[src/hw/rtl/c8fd_pkg.sv]
// shared types, codes and crc helper for the crc-8 frame deframer
// no dependencies; imported by every rtl file of the block but c8fd_ram
package c8fd_pkg;

	localparam logic [7:0] SYNC_FIRST  = 8'hAA;
	localparam logic [7:0] SYNC_SECOND = 8'h55;
	localparam logic [7:0] CRC_POLY    = 8'h07;

	localparam int ID_W     = 6;
	localparam int LEN_W    = 7;
	localparam int BIDX_W   = 6;
	localparam int BYTE_W   = 8;
	localparam int HID_W    = 8;
	localparam int MASK_W   = 32;
	localparam int MASKIX_W = 5;

	typedef enum logic [2:0] {
		PH_HUNT0 = 3'd0,
		PH_HUNT1 = 3'd1,
		PH_ID    = 3'd2,
		PH_LEN   = 3'd3,
		PH_DATA  = 3'd4,
		PH_CHECK = 3'd5
	} phase_t;

	typedef enum logic [1:0] {
		BK_IDLE = 2'd0,
		BK_READ = 2'd1,
		BK_SHOW = 2'd2
	} back_state_t;

	// one accepted frame waiting for delivery
	typedef struct packed {
		logic             bank;
		logic [ID_W-1:0]  id;
		logic [LEN_W-1:0] len;
	} desc_t;

	typedef struct packed {
		logic [ID_W-1:0]   msg_id;
		logic [LEN_W-1:0]  frame_len;
		logic [BIDX_W-1:0] byte_index;
		logic [BYTE_W-1:0] payload_byte;
		logic              has_data;
		logic              last;
	} beat_t;

	// crc-8, msb first, no reflection
	function automatic logic [7:0] crc8_feed(input logic [7:0] crc, input logic [7:0] b);
		logic [7:0] c;
		c = crc ^ b;
		for (int k = 0; k < 8; k++) begin
			c = c[7] ? ((c << 1) ^ CRC_POLY) : (c << 1);
		end
		return c;
	endfunction

endpackage

[src/hw/rtl/c8fd_ram.sv]
// generic simple dual-port ram, one write and one registered read port
// no dependencies
module c8fd_ram #(
	parameter int WIDTH = 8,
	parameter int DEPTH = 128
) (
	input  logic                     clk,
	input  logic                     we,
	input  logic [$clog2(DEPTH)-1:0] waddr,
	input  logic [WIDTH-1:0]         wdata,
	input  logic [$clog2(DEPTH)-1:0] raddr,
	output logic [WIDTH-1:0]         rdata
);

	logic [WIDTH-1:0] mem_q [DEPTH];

	always_ff @(posedge clk) begin
		if (we) begin
			mem_q[waddr] <= wdata;
		end
		rdata <= mem_q[raddr];
	end

endmodule

[src/hw/rtl/c8fd_front.sv]
// front end: sync hunt, header parse, payload store writes and crc check
// depends on c8fd_pkg; pushes one descriptor per delivered frame
module c8fd_front import c8fd_pkg::*; #(
	parameter int MAX_PAYLOAD = 64,
	parameter int MSG_IDS     = 32,
	parameter int IDX_W       = 6
) (
	input  logic                clk,
	input  logic                arst_n,
	input  logic                in_valid,
	output logic                in_ready,
	input  logic [BYTE_W-1:0]   in_byte,
	input  logic [MASK_W-1:0]   id_mask,
	input  logic                q_full,
	output logic                wr_en,
	output logic [IDX_W:0]      wr_addr,
	output logic [BYTE_W-1:0]   wr_data,
	output logic                push,
	output desc_t               push_desc
);

	phase_t            phase_q, phase_d;
	logic [HID_W-1:0]  held_id_q, held_id_d;
	logic [LEN_W-1:0]  held_len_q, held_len_d;
	logic [LEN_W-1:0]  fill_q, fill_d;
	logic [7:0]        crc_q, crc_d;
	logic              bank_q;
	logic              accept;
	logic              frame_ok;

	assign in_ready = !q_full;
	assign accept   = in_valid && in_ready;

	assign frame_ok = (crc_q == in_byte) && (held_id_q < HID_W'(MSG_IDS))
		&& id_mask[held_id_q[MASKIX_W-1:0]];

	always_comb begin
		phase_d = phase_q;
		if (accept) begin
			unique case (phase_q)
				PH_HUNT1: begin
					if (in_byte == SYNC_SECOND) phase_d = PH_ID;
					else if (in_byte == SYNC_FIRST) phase_d = PH_HUNT1;
					else phase_d = PH_HUNT0;
				end
				PH_ID: phase_d = PH_LEN;
				PH_LEN: begin
					if (in_byte > BYTE_W'(MAX_PAYLOAD)) phase_d = PH_HUNT0;
					else if (in_byte == '0) phase_d = PH_CHECK;
					else phase_d = PH_DATA;
				end
				PH_DATA: begin
					if (fill_d >= held_len_q) phase_d = PH_CHECK;
				end
				PH_CHECK: phase_d = PH_HUNT0;
				default: phase_d = (in_byte == SYNC_FIRST) ? PH_HUNT1 : PH_HUNT0;
			endcase
		end
	end

	always_comb begin
		held_id_d  = held_id_q;
		held_len_d = held_len_q;
		fill_d     = fill_q;
		crc_d      = crc_q;
		wr_en      = 1'b0;
		push       = 1'b0;
		wr_addr    = {bank_q, fill_q[IDX_W-1:0]};
		wr_data    = in_byte;
		push_desc  = '{bank: bank_q, id: held_id_q[ID_W-1:0], len: held_len_q};
		if (phase_q == PH_DATA) begin
			fill_d = fill_q + LEN_W'(1);
		end
		if (accept) begin
			unique case (phase_q)
				PH_ID: begin
					held_id_d = in_byte;
					crc_d     = crc8_feed(8'h00, in_byte);
				end
				PH_LEN: begin
					fill_d     = '0;
					held_len_d = in_byte[LEN_W-1:0];
					crc_d      = crc8_feed(crc_q, in_byte);
				end
				PH_DATA: begin
					wr_en = 1'b1;
					crc_d = crc8_feed(crc_q, in_byte);
				end
				PH_CHECK: push = frame_ok;
				default: ;
			endcase
		end
	end

	always_ff @(posedge clk or negedge arst_n) begin
		if (!arst_n) begin
			phase_q    <= PH_HUNT0;
			held_id_q  <= '0;
			held_len_q <= '0;
			fill_q     <= '0;
			crc_q      <= '0;
			bank_q     <= 1'b0;
		end else begin
			phase_q <= phase_d;
			if (accept) begin
				held_id_q  <= held_id_d;
				held_len_q <= held_len_d;
				fill_q     <= fill_d;
				crc_q      <= crc_d;
			end
			if (push) begin
				bank_q <= !bank_q;
			end
		end
	end

endmodule

[src/hw/rtl/c8fd_fifo.sv]
// two-entry descriptor queue between front and back end
// depends on c8fd_pkg; each entry owns one payload bank
module c8fd_fifo import c8fd_pkg::*; (
	input  logic  clk,
	input  logic  arst_n,
	input  logic  push,
	input  desc_t push_desc,
	input  logic  pop,
	output logic  full,
	output logic  not_empty,
	output desc_t head
);

	desc_t      ent_q [2];
	logic       wr_ptr_q;
	logic       rd_ptr_q;
	logic [1:0] count_q;

	assign full      = (count_q == 2'd2);
	assign not_empty = (count_q != 2'd0);
	assign head      = ent_q[rd_ptr_q];

	always_ff @(posedge clk) begin
		if (push) begin
			ent_q[wr_ptr_q] <= push_desc;
		end
	end

	always_ff @(posedge clk or negedge arst_n) begin
		if (!arst_n) begin
			wr_ptr_q <= 1'b0;
			rd_ptr_q <= 1'b0;
			count_q  <= '0;
		end else begin
			if (push) wr_ptr_q <= !wr_ptr_q;
			if (pop) rd_ptr_q <= !rd_ptr_q;
			unique case ({push, pop})
				2'b10: count_q <= count_q + 2'd1;
				2'b01: count_q <= count_q - 2'd1;
				default: ;
			endcase
		end
	end

	a_no_overflow: assert property (@(posedge clk) disable iff (!arst_n)
		push |-> !full) else $error("descriptor pushed into full queue");
	a_no_underflow: assert property (@(posedge clk) disable iff (!arst_n)
		pop |-> not_empty) else $error("descriptor popped from empty queue");
	a_count_range: assert property (@(posedge clk) disable iff (!arst_n)
		count_q != 2'd3) else $error("queue count out of range");

endmodule

[src/hw/rtl/c8fd_back.sv]
// back end: reads a queued frame from the payload store and emits its beats
// depends on c8fd_pkg; one registered ram read per payload beat
module c8fd_back import c8fd_pkg::*; #(
	parameter int IDX_W = 6
) (
	input  logic              clk,
	input  logic              arst_n,
	input  logic              q_valid,
	input  desc_t             head,
	output logic              pop,
	output logic [IDX_W:0]    rd_addr,
	input  logic [BYTE_W-1:0] rd_data,
	output logic              out_valid,
	input  logic              out_ready,
	output beat_t             out_beat
);

	back_state_t      state_q, state_d;
	logic [IDX_W-1:0] idx_q;
	beat_t            beat_q;

	assign out_beat = beat_q;

	always_comb begin
		state_d = state_q;
		unique case (state_q)
			BK_IDLE: begin
				if (q_valid) state_d = (head.len == '0) ? BK_SHOW : BK_READ;
			end
			BK_READ: state_d = BK_SHOW;
			BK_SHOW: begin
				if (out_ready) state_d = beat_q.last ? BK_IDLE : BK_READ;
			end
			default: state_d = BK_IDLE;
		endcase
	end

	always_comb begin
		out_valid = (state_q == BK_SHOW);
		pop       = (state_q == BK_SHOW) && out_ready && beat_q.last;
		rd_addr   = {head.bank, (state_q == BK_SHOW) ? idx_q + IDX_W'(1) : idx_q};
	end

	always_ff @(posedge clk or negedge arst_n) begin
		if (!arst_n) begin
			state_q <= BK_IDLE;
			idx_q   <= '0;
		end else begin
			state_q <= state_d;
			if (state_q == BK_SHOW && out_ready) begin
				idx_q <= beat_q.last ? '0 : idx_q + IDX_W'(1);
			end
		end
	end

	always_ff @(posedge clk) begin
		if (state_q == BK_IDLE && q_valid && head.len == '0) begin
			beat_q <= '{msg_id: head.id, frame_len: '0, byte_index: '0,
				payload_byte: '0, has_data: 1'b0, last: 1'b1};
		end else if (state_q == BK_READ) begin
			beat_q <= '{msg_id: head.id, frame_len: head.len,
				byte_index: BIDX_W'(idx_q), payload_byte: rd_data, has_data: 1'b1,
				last: (LEN_W'(idx_q) + LEN_W'(1) == head.len)};
		end
	end

	a_show_has_frame: assert property (@(posedge clk) disable iff (!arst_n)
		(state_q != BK_IDLE) |-> q_valid) else $error("emitting without a queued frame");
	a_held_beat: assert property (@(posedge clk) disable iff (!arst_n)
		(out_valid && !out_ready) |=> (out_valid && $stable(beat_q)))
		else $error("stalled beat changed");
	a_pop_on_last: assert property (@(posedge clk) disable iff (!arst_n)
		pop |=> (state_q == BK_IDLE && idx_q == '0)) else $error("pop left emitter busy");

endmodule

[src/hw/rtl/crc8_frame_deframer_core.sv]
// top level of the crc-8 frame deframer: mask register, front, queue, back, store
// depends on c8fd_pkg, c8fd_ram, c8fd_front, c8fd_fifo, c8fd_back
//
// channel   dir  handshake          content
// s_*       in   tvalid/tready      tdata[7:0] rx_byte
// m_*       out  tvalid/tready      tdata msg_id..payload_byte, tuser has_data, tlast
// cfg_*     in   cfg_we             cfg_wdata id_enable_mask
//
// one rx beat per cycle is taken while the descriptor queue has room
// each delivered payload beat takes one store read, then one shown beat held until m_tready
// the payload store has two banks; with both holding undelivered frames s_tready drops
// arst_n clears control state, the mask and the queue; the store is not cleared
module crc8_frame_deframer_core import c8fd_pkg::*; #(
	parameter int MAX_PAYLOAD = 64,
	parameter int MSG_IDS     = 32
) (
	input  logic        clk,
	input  logic        arst_n,
	input  logic        s_tvalid,
	output logic        s_tready,
	input  logic [7:0]  s_tdata,   // [7:0] rx_byte
	output logic        m_tvalid,
	input  logic        m_tready,
	output logic [31:0] m_tdata,   // [5:0] msg_id, [12:6] frame_len, [18:13] byte_index,
	                               // [26:19] payload_byte, [31:27] zero
	output logic        m_tuser,   // [0] has_data
	output logic        m_tlast,
	input  logic        cfg_we,
	input  logic [31:0] cfg_wdata
);

	localparam int IDX_W     = (MAX_PAYLOAD > 1) ? $clog2(MAX_PAYLOAD) : 1;
	localparam int RAM_DEPTH = 2 ** (IDX_W + 1);

	logic [MASK_W-1:0] mask_q;
	logic              wr_en;
	logic [IDX_W:0]    wr_addr;
	logic [BYTE_W-1:0] wr_data;
	logic [IDX_W:0]    rd_addr;
	logic [BYTE_W-1:0] rd_data;
	logic              push;
	logic              pop;
	logic              q_full;
	logic              q_valid;
	desc_t             push_desc;
	desc_t             head;
	beat_t             beat;

	always_ff @(posedge clk or negedge arst_n) begin
		if (!arst_n) begin
			mask_q <= '0;
		end else if (cfg_we) begin
			mask_q <= cfg_wdata;
		end
	end

	c8fd_front #(
		.MAX_PAYLOAD (MAX_PAYLOAD),
		.MSG_IDS     (MSG_IDS),
		.IDX_W       (IDX_W)
	) u_front (
		.clk       (clk),
		.arst_n    (arst_n),
		.in_valid  (s_tvalid),
		.in_ready  (s_tready),
		.in_byte   (s_tdata),
		.id_mask   (mask_q),
		.q_full    (q_full),
		.wr_en     (wr_en),
		.wr_addr   (wr_addr),
		.wr_data   (wr_data),
		.push      (push),
		.push_desc (push_desc)
	);

	c8fd_ram #(
		.WIDTH (BYTE_W),
		.DEPTH (RAM_DEPTH)
	) u_store (
		.clk   (clk),
		.we    (wr_en),
		.waddr (wr_addr),
		.wdata (wr_data),
		.raddr (rd_addr),
		.rdata (rd_data)
	);

	c8fd_fifo u_queue (
		.clk       (clk),
		.arst_n    (arst_n),
		.push      (push),
		.push_desc (push_desc),
		.pop       (pop),
		.full      (q_full),
		.not_empty (q_valid),
		.head      (head)
	);

	c8fd_back #(
		.IDX_W (IDX_W)
	) u_back (
		.clk       (clk),
		.arst_n    (arst_n),
		.q_valid   (q_valid),
		.head      (head),
		.pop       (pop),
		.rd_addr   (rd_addr),
		.rd_data   (rd_data),
		.out_valid (m_tvalid),
		.out_ready (m_tready),
		.out_beat  (beat)
	);

	assign m_tdata = {5'b0, beat.payload_byte, beat.byte_index, beat.frame_len, beat.msg_id};
	assign m_tuser = beat.has_data;
	assign m_tlast = beat.last;

endmodule
[config.mk]
export PLATFORM = sky130hd
export DESIGN_NAME = crc8_frame_deframer_core
export DESIGN_NICKNAME = d
export VERILOG_FILES = /design/src/hw/rtl/c8fd_pkg.sv /design/src/hw/rtl/c8fd_ram.sv /design/src/hw/rtl/c8fd_front.sv /design/src/hw/rtl/c8fd_fifo.sv /design/src/hw/rtl/c8fd_back.sv /design/src/hw/rtl/crc8_frame_deframer_core.sv
export SDC_FILE = /design/constraint.sdc
export NUM_CORES = 2
export LEC_CHECK = 0
export BUFFER_PORTS_ARGS = -buffer_cell sky130_fd_sc_hd__buf_2
export CORE_MARGIN = 1.5
export CORE_UTILIZATION = 45
export CTS_CLUSTER_DIAMETER = 30
export DETAILED_ROUTE_END_ITERATION = 10
export GPL_ROUTABILITY_DRIVEN = 0
export GPL_TIMING_DRIVEN = 0
export PLACE_DENSITY = 0.65
export SLEW_MARGIN = 20
export SYNTH_ARGS = -nofsm -noshare
export SYNTH_HDL_FRONTEND = slang
export SYNTH_SLANG_ARGS = --single-unit
[constraint.sdc]
create_clock -name clk -period 3 [get_ports clk]
set_input_delay 0.15 -clock clk [delete_from_list [all_inputs] [get_ports clk]]
set_output_delay 0.15 -clock clk [all_outputs]
set_load 0.02 [all_outputs]
# Yosys cells after proc, flatten, opt, wreduce, memory -nomap -nowiden
# Memory sizes are Yosys's and may differ from the RTL's. A register that Yosys moved wholly into a read port is not among the register bits.
# Cells that the tools add are included.
[word_totals]
mem_bits_rw = 1052
wordCells = 133
rom_bits = 0
latch_bits = 0
mem_count = 2
reg_bits = 107
[classes]
bitwise = 17
order_cmp = 4
n_reduce_logical = 24
shifts = 0
muxes = 46
n_eq_ne = 17
multipliers = 0
div_mod_pow = 0
addsub = 5
[mem_list]
columns = ["name", "words", "width", "read_ports", "rd_ports_with_merged_regs", "wr", "line", "source"]
rows = [
  ["u_store.mem_q", 128, 8, 1, 1, 1, "c8fd_ram.sv:15", "logic [WIDTH-1:0] mem_q [DEPTH];"],
  ["u_queue.ent_q", 2, 14, 1, 0, 1, "c8fd_fifo.sv:14", "desc_t ent_q [2];"],
]
[op_table]
columns = ["cell", "n"]
rows = [
  ["two-way mux 29 bit", 2],
  ["two-way mux 3 bit", 19],
  ["inverter 3 bit", 16],
  ["two-way mux 7 bit", 3],
  ["one-hot mux 8 bit (2 select lines)", 1],
  ["one-hot mux 3 bit (5 select lines)", 1],
  ["two-way mux 1 bit", 12],
  ["two-way mux 6 bit", 2],
  ["AND reduction 2 bit", 5],
  ["== test 8 x 7 -> 1 bit, second input constant", 1],
  ["== test 8 bit", 1],
  ["== test 8 bit, second input constant", 1],
  ["> comparator 8 x 7 -> 1 bit, second input constant", 1],
  ["zero test 8 bit", 1],
  ["< comparator 8 x 6 -> 1 bit, second input constant", 1],
  ["nonzero test 2 bit", 4],
  ["XOR 8 bit", 1],
  ["adder 6 x 1 -> 7 bit, second input constant", 1],
  ["adder 7 x 1 -> 7 bit, second input constant", 1],
  ["== test 7 bit", 1],
  ["greater-or-equal comparator 7 bit", 1],
  ["logical AND 1 bit", 7],
  ["zero test 7 bit", 1],
  ["adder 6 x 1 -> 6 bit, second input constant", 1],
  ["16 further kinds", 28],
]

# Longest topological paths before layout
[depth]
word_depth = 18
ltp_mapped = 15
ltp_nobuf = 13

# Hierarchy
# From an unflattened synthesis, not the netlist that was laid out.
[hier_totals]
cells_unflattened = 2278
hier_area_um2 = 47025.1
[by_module_without_submodules]
columns = ["mod", "cells_each", "instances", "area_per_inst_um2", "seq_area_each_um2"]
rows = [
  ["c8fd_ram", 1635, 1, 39665.5, 30909.6],
  ["c8fd_front", 312, 1, 2915.3, 850.8],
  ["c8fd_back", 197, 1, 1808.0, 840.8],
  ["crc8_frame_deframer_core", 74, 1, 1386.3, 800.8],
  ["c8fd_fifo", 60, 1, 1249.9, 940.9],
]

# Least setup slack after synthesis
# OpenSTA, ideal clock, no wires.
[synth_path]
kind = "reg2reg"
startpoint = "register u_queue.count_q[0]"
endpoint = "register u_front.phase_q[0]"
setup_slack_ns = 0.097
arrival_ns = 2.778
required_ns = 2.875
path_stages_with_launch = 16
cell_sequence = "dfrtp_1 nand2b_1 and2_1 clkbuf_1 clkbuf_1 nand3_1 nand2_1 ha_1 nand2b_1 a21o_1 a21o_1 a21oi_1 nor2b_1 o21ai_0 a21oi_1 mux2_2"
[synth_between]
elab_chain_len = 7
[synth_rtl]
columns = ["item", "line", "source"]
rows = [
  ["from (decl)", "c8fd_fifo.sv:17", "logic [1:0] count_q;"],
  ["from (signal assigned)", "c8fd_fifo.sv:38", "2'b10: count_q <= count_q + 2'd1;"],
  ["from (signal assigned)", "c8fd_fifo.sv:39", "2'b01: count_q <= count_q - 2'd1;"],
  ["== test 2 bit (*)", "c8fd_fifo.sv:19", "assign full = (count_q == 2'd2);"],
  ["zero test 1 bit (*)", "c8fd_front.sv:31", "assign in_ready = !q_full;"],
  ["net s_tready", "crc8_frame_deframer_core.sv:20", "output logic s_tready,"],
  ["logical AND 1 bit (*)", "c8fd_front.sv:32", "assign accept = in_valid && in_ready;"],
  ["two-way mux 7 bit", "c8fd_front.sv:74", "if (accept) begin"],
  ["greater-or-equal comparator 7 bit", "c8fd_front.sv:53", "if (fill_d >= held_len_q) phase_d = PH_CHECK;"],
  ["!= test 2 x 1 -> 1 bit (no line)", "-", ""],
  ["AND reduction 2 bit (no line) (*)", "-", ""],
  ["to (signal assigned)", "c8fd_front.sv:104", "phase_q <= phase_d;"],
  ["to (decl)", "c8fd_front.sv:22", "phase_t phase_q, phase_d;"],
]
# The timed path passes the listed nets; every way through them passes the cells marked *.
# A chain may end at the register's enable or synchronous reset.

# Final worst setup path
[layout_path]
startpoint = "register u_back.idx_q[0]"
endpoint = "register u_store.rdata[1], read port of u_store.mem_q"
[layout_between]
elab_chain_len = 2
[layout_rtl]
columns = ["item", "line", "source"]
rows = [
  ["from (decl)", "c8fd_back.sv:19", "logic [IDX_W-1:0] idx_q;"],
  ["from (signal assigned)", "c8fd_back.sv:51", "idx_q <= beat_q.last ? '0 : idx_q + IDX_W'(1);"],
  ["adder 6 x 1 -> 6 bit", "c8fd_back.sv:41", "rd_addr = {head.bank, (state_q == BK_SHOW) ? idx_q + IDX_W'(1) : idx_q};"],
  ["two-way mux 6 bit (*)", "c8fd_back.sv:41", ""],
  ["to (decl)", "c8fd_ram.sv:12", "output logic [WIDTH-1:0] rdata"],
]
# Mark *: on every way between the ends. The rest lies on a longest branch, timed or not.

==> impl_metrics.tcl <==
set metrics [dict create \
    period_minus_slack_ps 3190 \
    core_region_area_sq_um 105000 \
    drc 0 \
    cts_made_buffers 217 \
    drtPass1Iterations 6 \
    final_nets 3912 \
    seq_area_sq_um 34300 \
    ys_seq_area_share_pct 72.1 \
    worst_ir_drop_vdd_v 0.000602 \
    max_freq_mhz 313 \
    hold_violations 0 \
    die_h_um 328 \
    grt_start_max_net_pins 93 \
    clock_sinks 1167 \
    port_buffers 74 \
    post-synth-top-count-cell "edfxtp_1" \
    synth_top_cell_area_share_pct 66.7 \
    violations "setup timing" \
    yosys_warnings 0 \
    crit_fanout 5 \
    slew_viol_final 0 \
    layout-drive-gt1-share_pct 27.5 \
    nFillCells 7797 \
    synth_top_area_cell "edfxtp_1" \
    cts-root-buf "clkbuf_16" \
    rows 119 \
    cts_tree "built" \
    cts.path.max_buffers 3 \
    synth-edff-count 1058 \
    outcome "finished, violations left" \
    synthTopCellsByArea "edfxtp_1 67%, nand2_1 5.8%, dfrtp_1 4.1%, mux4_2 3.3%, mux2i_1 3.0%" \
    drt_wl_total_um 149000 \
    relSlewSlack_pct 36.8 \
    place_hpwl_um 93800 \
    drv_cap 0 \
    clk_latency_ps 800 \
    avgSynthCellArea_sq_um 14.0 \
    antenna_found_initial 2 \
    ys_ff_latch 1167 \
    first_global_vias 31318 \
    endpoint_kind "flop" \
    wl_per_cell_um 27.5 \
    floorplan.initialDensity_pct 45.3 \
    die-area_sq_um 108000 \
    grt_usage_pct 27.0 \
    multi_input_area_sq_um 14300 \
    grt_overflow 0 \
    critical_path_class "reg2reg" \
    synthArstFlopShare_pct 6.68 \
    synth_area_sq_um 47600 \
    htreeDepth 4 \
    startpoint_type "flop" \
    power.density_nw_per_um2 1050 \
    n_antenna_cell 0 \
    vias 32222 \
    grt_pass1_wl_um 210000 \
    yosys-top-cells-count "1058 x edfxtp_1, 734 x nand2_1, 265 x nand3_1, 221 x nor2_1, 141 x mux2i_1" \
    area_delta_synth_final_pct 30.7 \
    clock_skew_ps 30.5 \
    hold_class "in2reg" \
    worst_pin_slew_ps 945 \
    setup_violations 15 \
    finalCritPeriodShare_pct 106 \
    synth_cell_type_count 59 \
    dp_slack_ps -1790 \
    via_per_inst 5.95 \
    drtIter0Drc 4607 \
    setup_slack_ps -193 \
    die_x_um 328 \
    synth_cells 3408 \
    ys.flop_type "edfxtp_1" \
    required_ps 3640 \
    ant_nets 0 \
    crit_arrival_ps 3830 \
    ios 81 \
    p_leak_nw 21.9 \
    rsz0062_at_grt "yes" \
    clk_pin_slew_ps 50 \
    total_power_w 0.0655 \
]
-- area by class of cell --
cell class / count / share of cell area [%]
clock buffers: 254 / 9.12
well taps: 1391 / 2.80
multi-input cells: 2023 / 23.0
plain buffers: 192 / 3.16
flip-flops and latches: 1167 / 55.2
inverters: 21 / 0.147
repair buffers: 222 / 3.53
clock inverters: 147 / 3.04
-- layer usage --
metal | part of all wire [%] | vias to the layer above | GRT usage, %
li1 | - | 13668 | -
met1 | 37 | 15976 | 36.0
met2 | 45 | 2107 | 41.0
met3 | 11 | 471 | 6.13
met4 | 6.4 | 0 | 15.4
met5 | 0 | - | 0
-- path summary, 6_finish.rpt --
path | startpoint | endpoint | slack (ps) | cells past startpoint
worst max-delay path | u_back.idx_q[0] | u_store.rdata[1] | -190 | 12
worst min register to register | u_store.rdata[4] | u_back.out_beat[6] | 440 | 2
max in group asynchronous | arst_n | u_back.state_q[1] | 2290 | 4
worst max register to register | u_back.idx_q[0] | u_store.rdata[1] | -190 | 12
min in group asynchronous | arst_n | mask_q[30] | 460 | 4
worst min-delay path | cfg_wdata[4] | mask_q[4] | 110 | 3
-- where the power goes --
group | leakage, nW | total, W | switching, W | internal (W)
clock | 3.63 | 0.0249 | 0.00836 | 0.0166
combinational | 7.54 | 0.0224 | 0.0138 | 0.00855
sequential | 10.7 | 0.0182 | 0.000154 | 0.0181
total | 21.9 | 0.0655 | 0.0223 | 0.0432
-- logic make-up (layout without fill, tap and decap cells) --
group                    Yosys count  in the layout  share of synthesized area, %
AND/OR/NAND/NOR                 1359           1360                          12.2
flip-flops                      1167           1167                          72.1
AO/OA/AOI/OAI                    320            320                          4.25
multiplexers                     257            257                          7.49
buffers and inverters            223            836                          2.18
XOR/XNOR                          58             58                          1.12
adder cells (fa/ha/maj)           23             23                         0.604
other                              1              5                       0.00788
-- worst max-delay path, cell delays in order, from the launching register on --
cell and delay, ps:
dfrtp_2 440, ha_4 230, and3b_2 230, a21o_4 220
buf_12 150, buf_12 130, buf_8 130, mux2i_1 140
a32oi_2 180, a31oi_2 160, a21oi_2 270, o22ai_4 170
nor4_4 570
-- metrics by stage --
step	hold WS [ps]	setup TNS, ps	util, %	area, sq um	std cells
floorplan	-146	0	-	47600	3412
global placement	381	-848580	47.3	49700	4877
detailed placement	159	-652910	47.6	50100	4886
CTS	71.7	-21360	57.9	60900	5372
global route	106	-850	59.2	62200	5417
finish	106	-988	59.2	62200	5417
-- cells in the final DEF (no fill, tap or decap), types with 42 or more instances in the layout --
cell and instances:
edfxtp_1 1058, nand2_1 719, nand3_1 256, clkbuf_16 231, mux2i_1 136, nor2_1 105
buf_4 100, nor2_4 83, buf_2 75, dfrtp_1 74, mux4_2 70, a21oi_1 60
clkbuf_1 50, dlygate4sd3_1 46, mux2_2 42
-- registers in the layout (all words and copies together) (netlist names), 2 cells and up --
register / cells
u_back.idx_q: 6
u_back.state_q: 2
u_store.rdata: 8
u_front.held_len_q: 7
u_back.out_beat: 29
u_front.phase_q: 3
u_queue.count_q: 2
u_front.crc_q: 8
u_queue.ent_q: 28
u_store.mem_q: 1024
u_front.fill_q: 7
u_front.held_id_q: 8
mask_q: 32
-- repair_timing --
item,in CTS,in global routing
hold endpoints to repair,554,0
hold buffers,48,0
pin swaps,57,67
buffers inserted,39,45
resized for setup,613,253
setup endpoints to repair,1064,926
cloned,2,8
Note: power is estimated with default switching activity, not from simulation.
